===== src/rtl/core/lpwbs_pkg.sv =====
// ----------------------------------------------------------------------------
// lpwbs_pkg
// Shared types, constants and helper functions for the pulse-width LED bit
// sender.
// ----------------------------------------------------------------------------
package lpwbs_pkg;

  localparam int unsigned TimerWidth  = 16;
  localparam int unsigned CfgWidth    = 16;
  localparam int unsigned ByteWidth   = 8;
  localparam int unsigned BitCntWidth = $clog2(ByteWidth + 1);
  localparam int unsigned CfgIdxWidth = 2;
  localparam int unsigned QueueDepth  = 2;
  localparam int unsigned QPtrWidth   = (QueueDepth > 1) ? $clog2(QueueDepth) : 1;
  localparam int unsigned QCntWidth   = $clog2(QueueDepth + 1);

  localparam logic [BitCntWidth-1:0] BitsPerByte = BitCntWidth'(ByteWidth);
  localparam logic [63:0]            TimerMax    = (64'd1 << TimerWidth) - 64'd1;

  localparam logic [CfgWidth-1:0] BitPeriodRst  = CfgWidth'(50);
  localparam logic [CfgWidth-1:0] OneHighRst    = CfgWidth'(32);
  localparam logic [CfgWidth-1:0] ZeroHighRst   = CfgWidth'(16);
  localparam logic [CfgWidth-1:0] ResetTicksRst = CfgWidth'(2500);
  localparam logic [CfgWidth-1:0] MinPeriod     = CfgWidth'(2);

  typedef enum logic [1:0] {
    PhIdle,
    PhHigh,
    PhLow,
    PhReset
  } phase_e;

  typedef enum logic [CfgIdxWidth-1:0] {
    CfgBitPeriod,
    CfgOneHigh,
    CfgZeroHigh,
    CfgResetTicks
  } cfg_idx_e;

  typedef struct packed {
    logic                 op;
    logic [ByteWidth-1:0] data_byte;
    logic                 last_byte;
  } in_item_t;

  typedef struct packed {
    logic pin_level;
    logic byte_taken;
    logic busy_res;
    logic frame_done;
  } out_item_t;

  typedef struct packed {
    logic                 offer;
    logic [ByteWidth-1:0] data;
    logic                 last;
  } work_t;

  typedef struct packed {
    logic [CfgWidth-1:0] bit_period;
    logic [CfgWidth-1:0] one_high;
    logic [CfgWidth-1:0] zero_high;
    logic [CfgWidth-1:0] reset_ticks;
  } cfg_t;

  function automatic logic [TimerWidth-1:0] timer_cap(logic [CfgWidth-1:0] v);
    logic [63:0] w;
    w = 64'(v);
    if (w > TimerMax) begin
      return TimerWidth'(TimerMax);
    end
    return TimerWidth'(w);
  endfunction

  function automatic logic [CfgWidth-1:0] eff_period(cfg_t cfg);
    return (cfg.bit_period < MinPeriod) ? MinPeriod : cfg.bit_period;
  endfunction

  function automatic logic [CfgWidth-1:0] eff_high(cfg_t cfg, logic one);
    logic [CfgWidth-1:0] p;
    logic [CfgWidth-1:0] h;
    p = eff_period(cfg);
    h = one ? cfg.one_high : cfg.zero_high;
    if (h == '0) begin
      h = CfgWidth'(1);
    end
    if (h >= p) begin
      h = p - CfgWidth'(1);
    end
    return h;
  endfunction

endpackage


===== src/rtl/core/lpwbs_front.sv =====
// ----------------------------------------------------------------------------
// lpwbs_front
// Input side: takes requests into a short queue and classifies each one as a
// plain tick or a byte offer for the encoder engine.
// ----------------------------------------------------------------------------
module lpwbs_front
  import lpwbs_pkg::*;
(
  input  logic     clk_i,
  input  logic     rst_ni,
  input  logic     push,
  output logic     full,
  input  in_item_t in_data_i,
  output logic     work_valid_o,
  input  logic     work_ready_i,
  output work_t    work_o
);

  work_t                mem_q [QueueDepth];
  logic [QPtrWidth-1:0] wr_ptr_q, wr_ptr_d;
  logic [QPtrWidth-1:0] rd_ptr_q, rd_ptr_d;
  logic [QCntWidth-1:0] cnt_q, cnt_d;
  logic                 do_push, do_pop;
  work_t                cls;

  assign full         = (cnt_q == QCntWidth'(QueueDepth));
  assign work_valid_o = (cnt_q != '0);
  assign do_push      = push && !full;
  assign do_pop       = work_valid_o && work_ready_i;

  always_comb begin
    cls.offer = in_data_i.op;
    cls.data  = in_data_i.data_byte;
    cls.last  = in_data_i.op && in_data_i.last_byte;
  end

  always_comb begin
    wr_ptr_d = wr_ptr_q;
    rd_ptr_d = rd_ptr_q;
    cnt_d    = cnt_q;
    if (do_push) begin
      wr_ptr_d = (wr_ptr_q == QPtrWidth'(QueueDepth - 1)) ? '0 : wr_ptr_q + QPtrWidth'(1);
    end
    if (do_pop) begin
      rd_ptr_d = (rd_ptr_q == QPtrWidth'(QueueDepth - 1)) ? '0 : rd_ptr_q + QPtrWidth'(1);
    end
    if (do_push && !do_pop) begin
      cnt_d = cnt_q + QCntWidth'(1);
    end else if (do_pop && !do_push) begin
      cnt_d = cnt_q - QCntWidth'(1);
    end
  end

  always_ff @(posedge clk_i or negedge rst_ni) begin
    if (!rst_ni) begin
      wr_ptr_q <= '0;
      rd_ptr_q <= '0;
      cnt_q    <= '0;
    end else begin
      wr_ptr_q <= wr_ptr_d;
      rd_ptr_q <= rd_ptr_d;
      cnt_q    <= cnt_d;
    end
  end

  always_ff @(posedge clk_i) begin
    if (do_push) begin
      mem_q[wr_ptr_q] <= cls;
    end
  end

  assign work_o = mem_q[rd_ptr_q];

endmodule


===== src/rtl/core/lpwbs_engine.sv =====
// ----------------------------------------------------------------------------
// lpwbs_engine
// Back side: advances the bit timing state machine by one tick per request
// and produces the line level and status for that tick.
// ----------------------------------------------------------------------------
module lpwbs_engine
  import lpwbs_pkg::*;
(
  input  logic      clk_i,
  input  logic      rst_ni,
  input  cfg_t      cfg_i,
  input  logic      work_valid_i,
  output logic      work_ready_o,
  input  work_t     work_i,
  input  logic      res_full_i,
  output logic      res_valid_o,
  output out_item_t res_o
);

  phase_e                  phase_q, phase_d, cur_phase;
  logic [ByteWidth-1:0]    shift_q, shift_d, cur_shift;
  logic [BitCntWidth-1:0]  bits_q, bits_d, cur_bits, bits_m;
  logic [TimerWidth-1:0]   count_q, count_d, cur_count, dec;
  logic                    fend_q, fend_d, cur_fend;
  logic                    take, step_en;

  assign work_ready_o = !res_full_i;
  assign step_en      = work_valid_i && work_ready_o;
  assign res_valid_o  = step_en;

  always_comb begin
    take      = work_i.offer && (phase_q == PhIdle);
    cur_phase = take ? PhHigh : phase_q;
    cur_shift = take ? work_i.data : shift_q;
    cur_bits  = take ? BitsPerByte : bits_q;
    cur_fend  = take ? work_i.last : fend_q;
    cur_count = take ? timer_cap(eff_high(cfg_i, work_i.data[ByteWidth-1])) : count_q;
    dec       = (cur_count != '0) ? cur_count - TimerWidth'(1) : '0;
  end

  always_comb begin
    phase_d = cur_phase;
    shift_d = cur_shift;
    bits_d  = cur_bits;
    count_d = cur_count;
    fend_d  = cur_fend;
    bits_m  = (cur_bits != '0) ? cur_bits - BitCntWidth'(1) : '0;
    unique case (cur_phase)
      PhHigh: begin
        count_d = dec;
        if (dec == '0) begin
          phase_d = PhLow;
          count_d = timer_cap(eff_period(cfg_i) - eff_high(cfg_i, cur_shift[ByteWidth-1]));
        end
      end
      PhLow: begin
        count_d = dec;
        if (dec == '0) begin
          shift_d = cur_shift << 1;
          bits_d  = bits_m;
          if (bits_m != '0) begin
            phase_d = PhHigh;
            count_d = timer_cap(eff_high(cfg_i, cur_shift[ByteWidth-2]));
          end else if (cur_fend) begin
            phase_d = PhReset;
            count_d = timer_cap((cfg_i.reset_ticks == '0) ? CfgWidth'(1) : cfg_i.reset_ticks);
          end else begin
            phase_d = PhIdle;
          end
        end
      end
      PhReset: begin
        count_d = dec;
        if (dec == '0) begin
          phase_d = PhIdle;
          fend_d  = 1'b0;
        end
      end
      PhIdle: begin
      end
      default: begin
      end
    endcase
  end

  always_comb begin
    res_o.pin_level  = (cur_phase == PhHigh);
    res_o.byte_taken = take;
    res_o.busy_res   = (cur_phase != PhIdle);
    res_o.frame_done = (cur_phase == PhReset) && (dec == '0);
  end

  always_ff @(posedge clk_i or negedge rst_ni) begin
    if (!rst_ni) begin
      phase_q <= PhIdle;
      shift_q <= '0;
      bits_q  <= '0;
      count_q <= '0;
      fend_q  <= 1'b0;
    end else if (step_en) begin
      phase_q <= phase_d;
      shift_q <= shift_d;
      bits_q  <= bits_d;
      count_q <= count_d;
      fend_q  <= fend_d;
    end
  end

endmodule


===== src/rtl/core/lpwbs_outq.sv =====
// ----------------------------------------------------------------------------
// lpwbs_outq
// Result queue: holds finished tick results until the consumer pops them.
// ----------------------------------------------------------------------------
module lpwbs_outq
  import lpwbs_pkg::*;
(
  input  logic      clk_i,
  input  logic      rst_ni,
  input  logic      res_valid_i,
  input  out_item_t res_i,
  output logic      res_full_o,
  output logic      empty,
  input  logic      pop,
  output out_item_t out_data_o
);

  out_item_t            mem_q [QueueDepth];
  logic [QPtrWidth-1:0] wr_ptr_q, wr_ptr_d;
  logic [QPtrWidth-1:0] rd_ptr_q, rd_ptr_d;
  logic [QCntWidth-1:0] cnt_q, cnt_d;
  logic                 do_push, do_pop;

  assign res_full_o = (cnt_q == QCntWidth'(QueueDepth));
  assign empty      = (cnt_q == '0);
  assign do_push    = res_valid_i && !res_full_o;
  assign do_pop     = pop && !empty;

  always_comb begin
    wr_ptr_d = wr_ptr_q;
    rd_ptr_d = rd_ptr_q;
    cnt_d    = cnt_q;
    if (do_push) begin
      wr_ptr_d = (wr_ptr_q == QPtrWidth'(QueueDepth - 1)) ? '0 : wr_ptr_q + QPtrWidth'(1);
    end
    if (do_pop) begin
      rd_ptr_d = (rd_ptr_q == QPtrWidth'(QueueDepth - 1)) ? '0 : rd_ptr_q + QPtrWidth'(1);
    end
    if (do_push && !do_pop) begin
      cnt_d = cnt_q + QCntWidth'(1);
    end else if (do_pop && !do_push) begin
      cnt_d = cnt_q - QCntWidth'(1);
    end
  end

  always_ff @(posedge clk_i or negedge rst_ni) begin
    if (!rst_ni) begin
      wr_ptr_q <= '0;
      rd_ptr_q <= '0;
      cnt_q    <= '0;
    end else begin
      wr_ptr_q <= wr_ptr_d;
      rd_ptr_q <= rd_ptr_d;
      cnt_q    <= cnt_d;
    end
  end

  always_ff @(posedge clk_i) begin
    if (do_push) begin
      mem_q[wr_ptr_q] <= res_i;
    end
  end

  assign out_data_o = mem_q[rd_ptr_q];

endmodule


===== src/rtl/core/led_pulse_width_bit_sender.sv =====
// Timing: an accepted request is registered in the input queue and its result
// in the result queue, where it can be popped. Throughput: one request per
// cycle while the result queue has room, set by the engine's single-tick step.
// Two-entry queues on both sides let input and output stall independently.
// Reset clears both queues and the encoder state; registers return to defaults.
// ----------------------------------------------------------------------------
// led_pulse_width_bit_sender
// Pulse-width line encoder for chained RGB LEDs, one request per timer tick.
// ----------------------------------------------------------------------------
module led_pulse_width_bit_sender
  import lpwbs_pkg::*;
(
  input  logic                   clk_i,
  input  logic                   rst_ni,
  input  logic                   push,
  output logic                   full,
  input  in_item_t               in_data_i,
  output logic                   empty,
  input  logic                   pop,
  output out_item_t              out_data_o,
  input  logic                   cfg_we_i,
  input  logic [CfgIdxWidth-1:0] cfg_idx_i,
  input  logic [CfgWidth-1:0]    cfg_data_i
);

  cfg_t      cfg_q;
  logic      work_valid, work_ready;
  work_t     work;
  logic      res_valid, res_full;
  out_item_t res;

  always_ff @(posedge clk_i or negedge rst_ni) begin
    if (!rst_ni) begin
      cfg_q.bit_period  <= BitPeriodRst;
      cfg_q.one_high    <= OneHighRst;
      cfg_q.zero_high   <= ZeroHighRst;
      cfg_q.reset_ticks <= ResetTicksRst;
    end else if (cfg_we_i) begin
      unique case (cfg_idx_e'(cfg_idx_i))
        CfgBitPeriod:  cfg_q.bit_period  <= cfg_data_i;
        CfgOneHigh:    cfg_q.one_high    <= cfg_data_i;
        CfgZeroHigh:   cfg_q.zero_high   <= cfg_data_i;
        CfgResetTicks: cfg_q.reset_ticks <= cfg_data_i;
        default: begin
        end
      endcase
    end
  end

  lpwbs_front u_front (
    .clk_i        (clk_i),
    .rst_ni       (rst_ni),
    .push         (push),
    .full         (full),
    .in_data_i    (in_data_i),
    .work_valid_o (work_valid),
    .work_ready_i (work_ready),
    .work_o       (work)
  );

  lpwbs_engine u_engine (
    .clk_i        (clk_i),
    .rst_ni       (rst_ni),
    .cfg_i        (cfg_q),
    .work_valid_i (work_valid),
    .work_ready_o (work_ready),
    .work_i       (work),
    .res_full_i   (res_full),
    .res_valid_o  (res_valid),
    .res_o        (res)
  );

  lpwbs_outq u_outq (
    .clk_i       (clk_i),
    .rst_ni      (rst_ni),
    .res_valid_i (res_valid),
    .res_i       (res),
    .res_full_o  (res_full),
    .empty       (empty),
    .pop         (pop),
    .out_data_o  (out_data_o)
  );

endmodule


===== config.mk =====
export PLATFORM = sky130hd
export DESIGN_NAME = led_pulse_width_bit_sender
export DESIGN_NICKNAME = d
export VERILOG_FILES = /design/src/rtl/core/lpwbs_pkg.sv /design/src/rtl/core/lpwbs_front.sv /design/src/rtl/core/lpwbs_engine.sv /design/src/rtl/core/lpwbs_outq.sv /design/src/rtl/core/led_pulse_width_bit_sender.sv
export SDC_FILE = /design/constraint.sdc
export NUM_CORES = 1
export LEC_CHECK = 0
export BUFFER_PORTS_ARGS = -buffer_cell sky130_fd_sc_hd__buf_2
export CORE_MARGIN = 2
export CORE_UTILIZATION = 35
export DETAILED_ROUTE_END_ITERATION = 6
export HOLD_SLACK_MARGIN = 0.15
export PLACE_DENSITY = 0.56
export SETUP_SLACK_MARGIN = 0.1
export SYNTH_ARGS = -nofsm -noshare
export SYNTH_HDL_FRONTEND = slang
export SYNTH_HIERARCHICAL = 1
export SYNTH_SLANG_ARGS = --single-unit

===== constraint.sdc =====
create_clock -name clk_i -period 14.9 [get_ports clk_i]
set_input_delay 4.47 -clock clk_i [delete_from_list [all_inputs] [get_ports clk_i]]
set_output_delay 4.47 -clock clk_i [all_outputs]
set_load 0.05 [all_outputs]

---- Word-level counts from Yosys, hierarchy flattened ----
Memory sizes are Yosys's and may differ from the RTL's.
Index checks and enable logic that the tools add are counted.
word-level totals
  output and inout port bits .............. 6
  memories kept ........................... 2
  register bits ........................... 103
  word-level logic and storage cells ...... 132
  input port bits ......................... 33
  memory bits (writable) .................. 28
memory list
  memory         words  bits a word  read ports  clocked after memory_dff  wr ports  RTL line           text
  u_front.mem_q  2      10           1           0                         1         lpwbs_front.sv:19  work_t mem_q [QueueDepth];
  u_outq.mem_q   2      4            1           0                         1         lpwbs_outq.sv:18   out_item_t mem_q [QueueDepth];
operators by class
  multiplexer cells ....................... 54
  add/subtract/negate cells ............... 12
  equal/unequal tests ..................... 8
  order comparisons ....................... 4
  reduce and logical (&&, ||, !) cells .... 37
operators with widths
  operator                                             number
  2-to-1 mux 16 bit                                    24
  zero test 16 bit                                     5
  >= comparator 16 bit                                 3
  case mux 16 bit (3 select lines)                     1
  subtractor 16 x 1 -> 16 bit, second input constant   2
  2-to-1 mux 8 bit                                     3
  2-to-1 mux 2 bit                                     10
  < comparator 16 x 2 -> 1 bit, second input constant  1
  2-to-1 mux 4 bit                                     4
  nonzero test 16 bit                                  1
  subtractor 16 bit                                    1
  == test 2 bit, second input constant                 6
  logical AND 1 bit                                    11
  2-to-1 mux 1 bit                                     11
  AND reduction 2 bit                                  4
  nonzero test 2 bit                                   4
  nonzero test 4 bit                                   2
  zero test 1 bit                                      7
  zero test 2 bit                                      3
  case mux 2 bit (3 select lines)                      1
  adder 1 bit, second input constant                   4
  adder 2 x 1 -> 2 bit, second input constant          2
  == test 2 x 1 -> 1 bit, second input constant        2
  subtractor 2 x 1 -> 2 bit, second input constant     2
  subtractor 4 x 1 -> 4 bit, second input constant     1

---- Logic depth before layout (Yosys ltp) ----
Gate-level depths: netlist (run 1).
An unclocked memory read counts as a cell.
  depth after elaboration ................. 19
  mapped depth ............................ 41

---- Cells and area by module ----
Netlist (run 1), hierarchy kept.
by module, submodules not included
  module                      area an instance (um^2)  seq. area each (um^2)  cells an instance  instances
  lpwbs_engine                6,535.0                  775.7                  872                1
  led_pulse_width_bit_sender  2,423.6                  1,614.0                136                1
  lpwbs_front                 974.7                    700.7                  51                 1
  lpwbs_outq                  481.7                    340.3                  31                 1

---- Worst setup path before layout (run 1) ----
No wires, ideal clock.
  path type ............................... reg2reg
  start ................................... reg u_front.rd_ptr_q
  end ..................................... reg u_engine.count_q[14]
  arrival ................................. 8,958 ps
  path slack .............................. 5,812 ps
  required time ........................... 14,770 ps
  buffers on the path ..................... 5
  stages on the path, launching flop included .. 41
  library setup time ...................... 130 ps
  path through ............................ dfrtp_1 buf_6 mux2_4 nor2b_1 nand2_1 buf_2 clkbuf_1 clkbuf_1 mux2i_1 mux2_2 or4_1 nor4_1 a211oi_1 ha_1 nand2b_1 a21o_1 a21o_1 a21o_1 [5 not listed] nor2_1 a21oi_1 ha_1 inv_1 fa_1 a21o_1 a21oi_1 o21ai_0 a21oi_1 o21bai_1 a21oi_1 o21bai_1 a2111oi_0 o31ai_1 a21oi_1 xnor2_1 a211oi_1 o21ai_0
RTL lines
  what                    RTL line             text
  start, declared         lpwbs_front.sv:21    logic [QPtrWidth-1:0] rd_ptr_q, rd_ptr_d;
  start signal, assigned  lpwbs_front.sv:61    rd_ptr_q <= rd_ptr_d;
  end signal, assigned    lpwbs_engine.sv:104  count_q <= count_d;
  end, declared           lpwbs_engine.sv:23   logic [TimerWidth-1:0] count_q, count_d, cur_count, dec;

==> flow_summary.json, run 1 <==
{
  "firstDrtPassIters": 6,
  "drive_gt1_share_pct": 22.4,
  "fin_tns_setup_ps": 0,
  "clkLatencyLatePin_ps": 430,
  "die_w_um": 177,
  "clock.fmax_mhz": 111,
  "cp_slowest_cell": "dfrtp_1",
  "p_leak_nw": 4.93,
  "cpPeakStageDelay_ps": 730,
  "grt_first_pass_wirelength_um": 52600,
  "slew_headroom_pct": 25.3,
  "synth_fp_nets": 1191,
  "crit_end": "u_engine/count_q[14]",
  "ys_seq_area_share_pct": 32.9,
  "io_pins": 39,
  "drc_errors": 0,
  "areaGrowthSynthToFinish_pct": 10.5,
  "syn_area_per_cell_um2": 9.56,
  "path_max_fanout": 22,
  "htreeDepth": 4,
  "grt_pass1_vias": 8672,
  "grt-ovfl-total": 0,
  "wirelength_um": 34400,
  "numCtsBuffers": 17,
  "r2r_slack_ps": 5860,
  "synth-edff-count": 28,
  "ir_drop_mv": 0.0910,
  "cts.clk_slew.worst_paths_ps": 60,
  "cts_buffer_depth": 2,
  "grt_antenna_before_repair": 0,
  "vias_per_cell": 5.96,
  "utilization_pct": 39.0,
  "portBuffers": 38,
  "setup_violations": 0,
  "final_common_cell": "mux2_2",
  "tritoncts": "yes",
  "maxCapViolCount": 0,
  "rows": 63,
  "finalCritPeriodShare_pct": 60.7,
  "cpMostUsedCell": "a21oi_1",
  "yosys_warnings": 6,
  "grt_usage_pct": 22.6,
  "cp.depth": 37,
  "whs_path_depth": 1,
  "cts.sinks": 131,
  "vias": 8983,
  "dieArea_mm2": 0.0312,
  "cts-hold-fix-buffers": 0,
  "rsz0062_at_grt": "false",
  "start_util_pct": 35.3,
  "rr_startpoint": "u_front/rd_ptr_q",
  "crit_type": "reg -> reg",
  "path_buf_inv": 3,
  "layout_common_cells": "mux2_2 (102), dfrtp_1 (93), nand2_1 (73), nor2_1 (68), ha_1 (67)",
  "critical_path_required_ps": 15200,
  "critPathLaunchType": "register",
  "synth-main-ff-cell": "dfrtp_1",
  "synth_cell_types": 97,
  "ff2ff_path_depth": 37,
  "yosys_register_bits": 131,
  "netlist_area_mm2": 0.0104,
  "final_nets": 1205,
  "place_congestion": 0.967,
  "hold_viol": 0,
  "die_h_um": 177,
  "critPathArrivalTime_ps": 9340,
  "drt_iter0_markers": 908,
  "min_path_type": "reg -> reg",
  "fin_worst_skew_ps": 6.74,
  "cts.repair.resized": 0,
  "cts_root_buffer": "clkbuf_16",
  "status": "complete, no violations",
  "period_needed_ps": 9040,
  "synth_cells": 1090,
  "grt_max_degree": 62,
  "maxSlewViolCount": 0,
  "critPathCaptureType": "register",
  "worstSetupStartpoint": "u_front/rd_ptr_q",
  "place.detailed.hpwl_um": 26100,
  "power_density_mw_per_mm2": 186,
  "path_delay_family": "compound AO/OA/AOI/OAI gates",
  "core_area_mm2": 0.0295,
  "wl_per_cell_um": 22.8,
  "tightest_slew_ps": 1120,
  "async_flop_share_pct": 78.6,
  "post_cts_buffers": 0,
  "final_antenna_net_count": 0,
  "n_antenna_cell": 0,
  "r2r_end": "u_engine/count_q[14]"
}
-- state kept, by name, summed over array words and instances, names as in the netlist --
register / flops
cfg_q: 64
u_engine/bits_q: 4
u_engine/count_q: 16
u_engine/fend_q: 1
u_engine/phase_q: 2
u_engine/shift_q: 8
u_front/cnt_q: 2
u_front/mem_q: 20
u_front/rd_ptr_q: 1
u_front/wr_ptr_q: 1
u_outq/cnt_q: 2
u_outq/mem_q: 8
u_outq/rd_ptr_q: 1
u_outq/wr_ptr_q: 1
-- routing by layer --
layer,vias up,GRT usage [%],routed length [um]
li1,4091,-,-
met1,4357,31.2,15100
met2,433,33.2,14800
met3,102,4.54,2700
met4,0,12.3,1770
met5,-,0,0
-- synth_stat cells (all sizes together), types with 6 or more instances --
cell / n / share of area, %
nor2b: 9 / 0.54
nand2b: 10 / 0.60
nand2: 77 / 2.9
dfstp: 10 / 2.5
nand4: 9 / 0.60
o31ai: 16 / 1.2
and3: 6 / 0.36
nand3: 19 / 1.1
or2: 7 / 0.44
buf: 20 / 1.3
o22ai: 11 / 0.66
ha: 67 / 8.0
nor2: 69 / 2.6
a21o: 10 / 0.72
o211ai: 11 / 0.84
mux2: 113 / 13
inv: 63 / 2.3
xnor2: 30 / 2.7
dfrtp: 93 / 22
nor4: 24 / 1.9
mux2i: 46 / 4.4
a22oi: 7 / 0.50
or4: 6 / 0.43
a211oi: 14 / 1.1
a31oi: 17 / 1.0
clkbuf: 35 / 1.4
o21ai: 69 / 3.5
xor2: 13 / 1.1
edfxtp: 28 / 8.1
a21oi: 60 / 2.9
nor3: 35 / 2.0
-- metrics by stage --
stage,setup WS [ps],instances,area [um^2],hold slack (ps),power (mW)
floorplan,5810,1090,10400,448,1.38
global placement,6080,1475,10900,475,1.70
detailed placement,6030,1475,10900,480,1.70
CTS,5970,1507,11500,494,2.13
global route,5050,1507,11500,504,2.29
finish,5860,1507,11500,489,2.15
-- cells by family after synthesis --
family / synth area share, %
multiplexers: 17.0
adder cells (fa/ha/maj): 8.24
AO/OA/AOI/OAI: 17.6
flip-flops: 32.9
XOR/XNOR: 3.76
buffers and inverters: 5.03
AND/OR/NAND/NOR: 15.5
-- final cells by class --
type,count,area [um^2]
flip-flops and latches,131,3430
multi-input cells,839,6480
repair buffers,50,283
clock inverters,15,155
clock buffers,17,425
inverters,65,244
well taps,390,488
fillers,3011,18000
-- power breakdown --
group	switching, mW	internal (mW)	leakage (nW)
registers	0.117	0.467	1.45
logic	0.692	0.450	3.20
clock network	0.172	0.247	0.282
-- how the worst min path moves through the flow --
stage	start	end	slack [ps]
2_1_floorplan	u_engine/fend_q	u_engine/fend_q	450
3_3_place_gp	u_engine/shift_q[5]	u_engine/shift_q[5]	470
3_5_place_dp	u_outq/wr_ptr_q	u_outq/wr_ptr_q	480
4_1_cts	u_outq/wr_ptr_q	u_outq/wr_ptr_q	490
5_1_grt	u_outq/wr_ptr_q	u_outq/wr_ptr_q	500
6_report	u_front/wr_ptr_q	u_front/wr_ptr_q	490
(Power assumes the default switching activity.)
==> inputs of run 2 (changes only) <==
--- a/config.mk
+++ b/config.mk
@@ -5,6 +5,7 @@
 export SDC_FILE = /design/constraint.sdc
 export NUM_CORES = 1
 export LEC_CHECK = 0
+export ABC_AREA = 1
 export BUFFER_PORTS_ARGS = -buffer_cell sky130_fd_sc_hd__buf_2
 export CORE_MARGIN = 2
 export CORE_UTILIZATION = 35
==> constraint.sdc (replaced) <==
create_clock -name clk_i -period 8.8 [get_ports clk_i]
set_input_delay 2.64 -clock clk_i [delete_from_list [all_inputs] [get_ports clk_i]]
set_output_delay 2.64 -clock clk_i [all_outputs]
set_load 0.05 [all_outputs]
==> run 2 against run 1 <==
Effect of this change:
- die area grew 10%
- first-iteration DRC count is 32% higher
- largest cell class unchanged
- critical path depth shrank 3
- highest routed layer unchanged
==> flow_summary.json, run 2 <==
{
  "critPathArrivalTime_ps": 8330,
  "cts.clk_slew.worst_paths_ps": 70,
  "stdcell_count": 2157,
  "multiInputGateArea_mm2": 0.00695,
  "synth_cell_types": 54,
  "crit_type": "reg -> reg",
  "period_needed_ps": 8000,
  "setup_violations": 0,
  "min_path_type": "reg -> reg",
  "path_buf_inv": 4,
  "hold_viol": 0,
  "async_flop_share_pct": 78.6,
  "maxSlewViolCount": 0,
  "critPathLaunchType": "register",
  "cp_slowest_cell": "nand3_1",
  "p_switching_mw": 2.57,
  "rows": 66,
  "comb_power_share_pct": 64.6,
  "grt_antenna_before_repair": 0,
  "layout_common_cells": "nand2_1 (585), inv_1 (159), nand3_1 (149), nor2_1 (106), dfrtp_1 (93)",
  "cpPeakStageDelay_ps": 940,
  "yosys_warnings": 6,
  "path_delay_family": "simple AND/OR/NAND/NOR gates",
  "die_h_um": 185,
  "largest_register_ffs": 64,
  "path_max_fanout": 33,
  "use_met3_pct": 3.48,
  "maxCapViolCount": 0,
  "place_congestion": 1.00,
  "vias": 11500,
  "final_area_mm2": 0.0125,
  "n_antenna_cell": 0,
  "p_leak_nw": 6.28,
  "yosys_register_bits": 131,
  "status": "complete, no violations",
  "htreeDepth": 4,
  "wl_per_cell_um": 18.6,
  "synth-edff-count": 28,
  "grt_pass1_vias": 10700,
  "dp.cells": 2125,
  "vias_per_cell": 5.35,
  "wirelength_um": 40200,
  "ir_drop_mv": 0.154,
  "top_register": "cfg_q",
  "clkLatencyLatePin_ps": 440,
  "final_nets": 1803,
  "setup_slack_ps": 795,
  "pre_cts_ws_ps": 945,
  "synth_fp_nets": 1821,
  "grt_usage_pct": 24.0,
  "utilization_pct": 38.6,
  "post_cts_buffers": 0,
  "busiest_layer": "met2",
  "placement.cell_area_mm2": 0.0119,
  "synth-main-ff-cell": "dfrtp_1",
  "portBuffers": 38,
  "rsz0062_at_grt": "false",
  "fillers": 3478,
  "drc_errors": 0,
  "critical_path_required_ps": 9120,
  "fin_tns_setup_ps": 0,
  "slew_headroom_pct": 16.0,
  "synthTopCellsByCount": "nand2_1 (585), inv_1 (159), nand3_1 (149), nor2_1 (106), dfrtp_1 (93)",
  "internal-power_mw": 2.15,
  "numCtsBuffers": 17,
  "fin_worst_skew_ps": 14.1,
  "sequentialPowerShare_pct": 19.8,
  "final_common_cell": "nand2_1",
  "start_util_pct": 35.5,
  "whs_ps": 479,
  "syn_area_per_cell_um2": 6.70,
  "finalCritPeriodShare_pct": 91.0,
  "dieArea_mm2": 0.0344,
  "grt-ovfl-total": 0,
  "place.detailed.hpwl_um": 31000,
  "top_regs": "cfg_q (64), u_front/mem_q (20), u_engine/count_q (16)",
  "synth_cells": 1720,
  "io_pins": 39,
  "final_antenna_net_count": 0,
  "tightest_slew_ps": 1230,
  "synth_area_leaders": "dfrtp_1 (20%), nand2_1 (19%), edfxtp_1 (7.3%)",
  "power_density_mw_per_mm2": 377,
  "grt_max_degree": 71,
  "grtUsageMet2_pct": 36.7,
  "netlist.area_leader.share_pct": 20.2,
  "cts.sinks": 131,
  "switching_share_pct": 54.4,
  "critPathCaptureType": "register",
  "use_met1_pct": 34.5,
  "firstDrtPassIters": 6,
  "cts.repair.resized": 0,
  "p_total_mw": 4.72,
  "drive_gt1_share_pct": 11.4,
  "ys_seq_area_share_pct": 29.8,
  "cts-hold-fix-buffers": 0,
  "cpMostUsedCell": "nand2_1",
  "cts_buffer_depth": 2,
  "tritoncts": "yes",
  "ff_latch_area_mm2": 0.00343,
  "cts_root_buffer": "clkbuf_16",
  "grt_first_pass_wirelength_um": 62900,
  "pwr-share-clk_pct": 15.6,
  "areaGrowthSynthToFinish_pct": 8.57,
  "drt_iter0_markers": 1202,
  "synth.most_common_cell": "nand2_1",
  "die_w_um": 185,
  "netlist_area_mm2": 0.0115,
  "core_area_mm2": 0.0325,
  "yosysTopAreaCell": "dfrtp_1",
  "clock.fmax_mhz": 125
}
-- run 2: cell types whose count changed after synthesis, moves of 19 or more --
| cell | previous run | this run |
|---|---|---|
| nand4_1 | 8 | 91 |
| nand2_1 | 73 | 585 |
| nor3_1 | 29 | 9 |
| o21ai_0 | 57 | 86 |
| nor2_1 | 68 | 106 |
| inv_1 | 62 | 159 |
| mux2_2 | 102 | 0 |
| a21oi_1 | 60 | 41 |
| nand3_1 | 17 | 149 |
| mux2i_1 | 46 | 5 |
| xnor2_1 | 28 | 7 |
-- run 2: cells by family after synthesis --
logic type               synth area share, %
AND/OR/NAND/NOR                         41.2
buffers and inverters                   9.95
AO/OA/AOI/OAI                           9.47
flip-flops                              29.8
adder cells (fa/ha/maj)                 7.45
XOR/XNOR                                1.78
multiplexers                           0.434
-- run 2: power by group through the flow --
stage	Combinational (mW)	Clock, mW	Sequential (mW)
2_1_floorplan	2.26	0	0.884
3_5_place_dp	2.99	0	0.939
3_3_place_gp	3.00	0	0.940
6_report	3.05	0.737	0.932
5_1_grt	3.41	0.775	0.953
4_1_cts	3.01	0.747	0.930
-- run 2: worst register-to-register path, delay by kind of cell, from the launching register on --
family / cells / cell delay, ps
buffers and inverters: 4 / 620
AOI/OAI and AO/OA: 6 / 2360
muxes: 1 / 140
adders and majority gates: 3 / 1010
and+or+nand+nor: 19 / 3110
DFF: 1 / 500
xor gates and xnor gates: 1 / 160
-- run 2: final timing paths --
path	from	end	slack, ps	cells past startpoint
max in group asynchronous	rst_ni	cfg_q[50]	5310	2
min reg2reg	u_front/wr_ptr_q	u_front/wr_ptr_q	480	2
max	u_front/rd_ptr_q	u_engine/count_q[14]	800	34
max reg2reg	u_front/rd_ptr_q	u_engine/count_q[14]	800	34
min	u_front/wr_ptr_q	u_front/wr_ptr_q	480	2
min in group asynchronous	rst_ni	u_engine/count_q[5]	2170	1
-- run 2: area by class of cell --
cell class                 count  share of cell area (%)
tap                          442                    4.42
timing repair buffer          52                    2.38
clock buffer                  17                    3.40
clock inverter                15                    1.37
multi-input combinational   1319                    55.6
sequential                   131                    27.4
inverter                     181                    5.46
-- run 2: per-layer routing --
metal  wire, um  up-vias  share of wire [%]
li1           -     5638                  -
met1      19000     5403                 47
met2      17600      440                 44
met3       2550       60                6.3
met4       1080        0                2.7
met5          0        -                  0
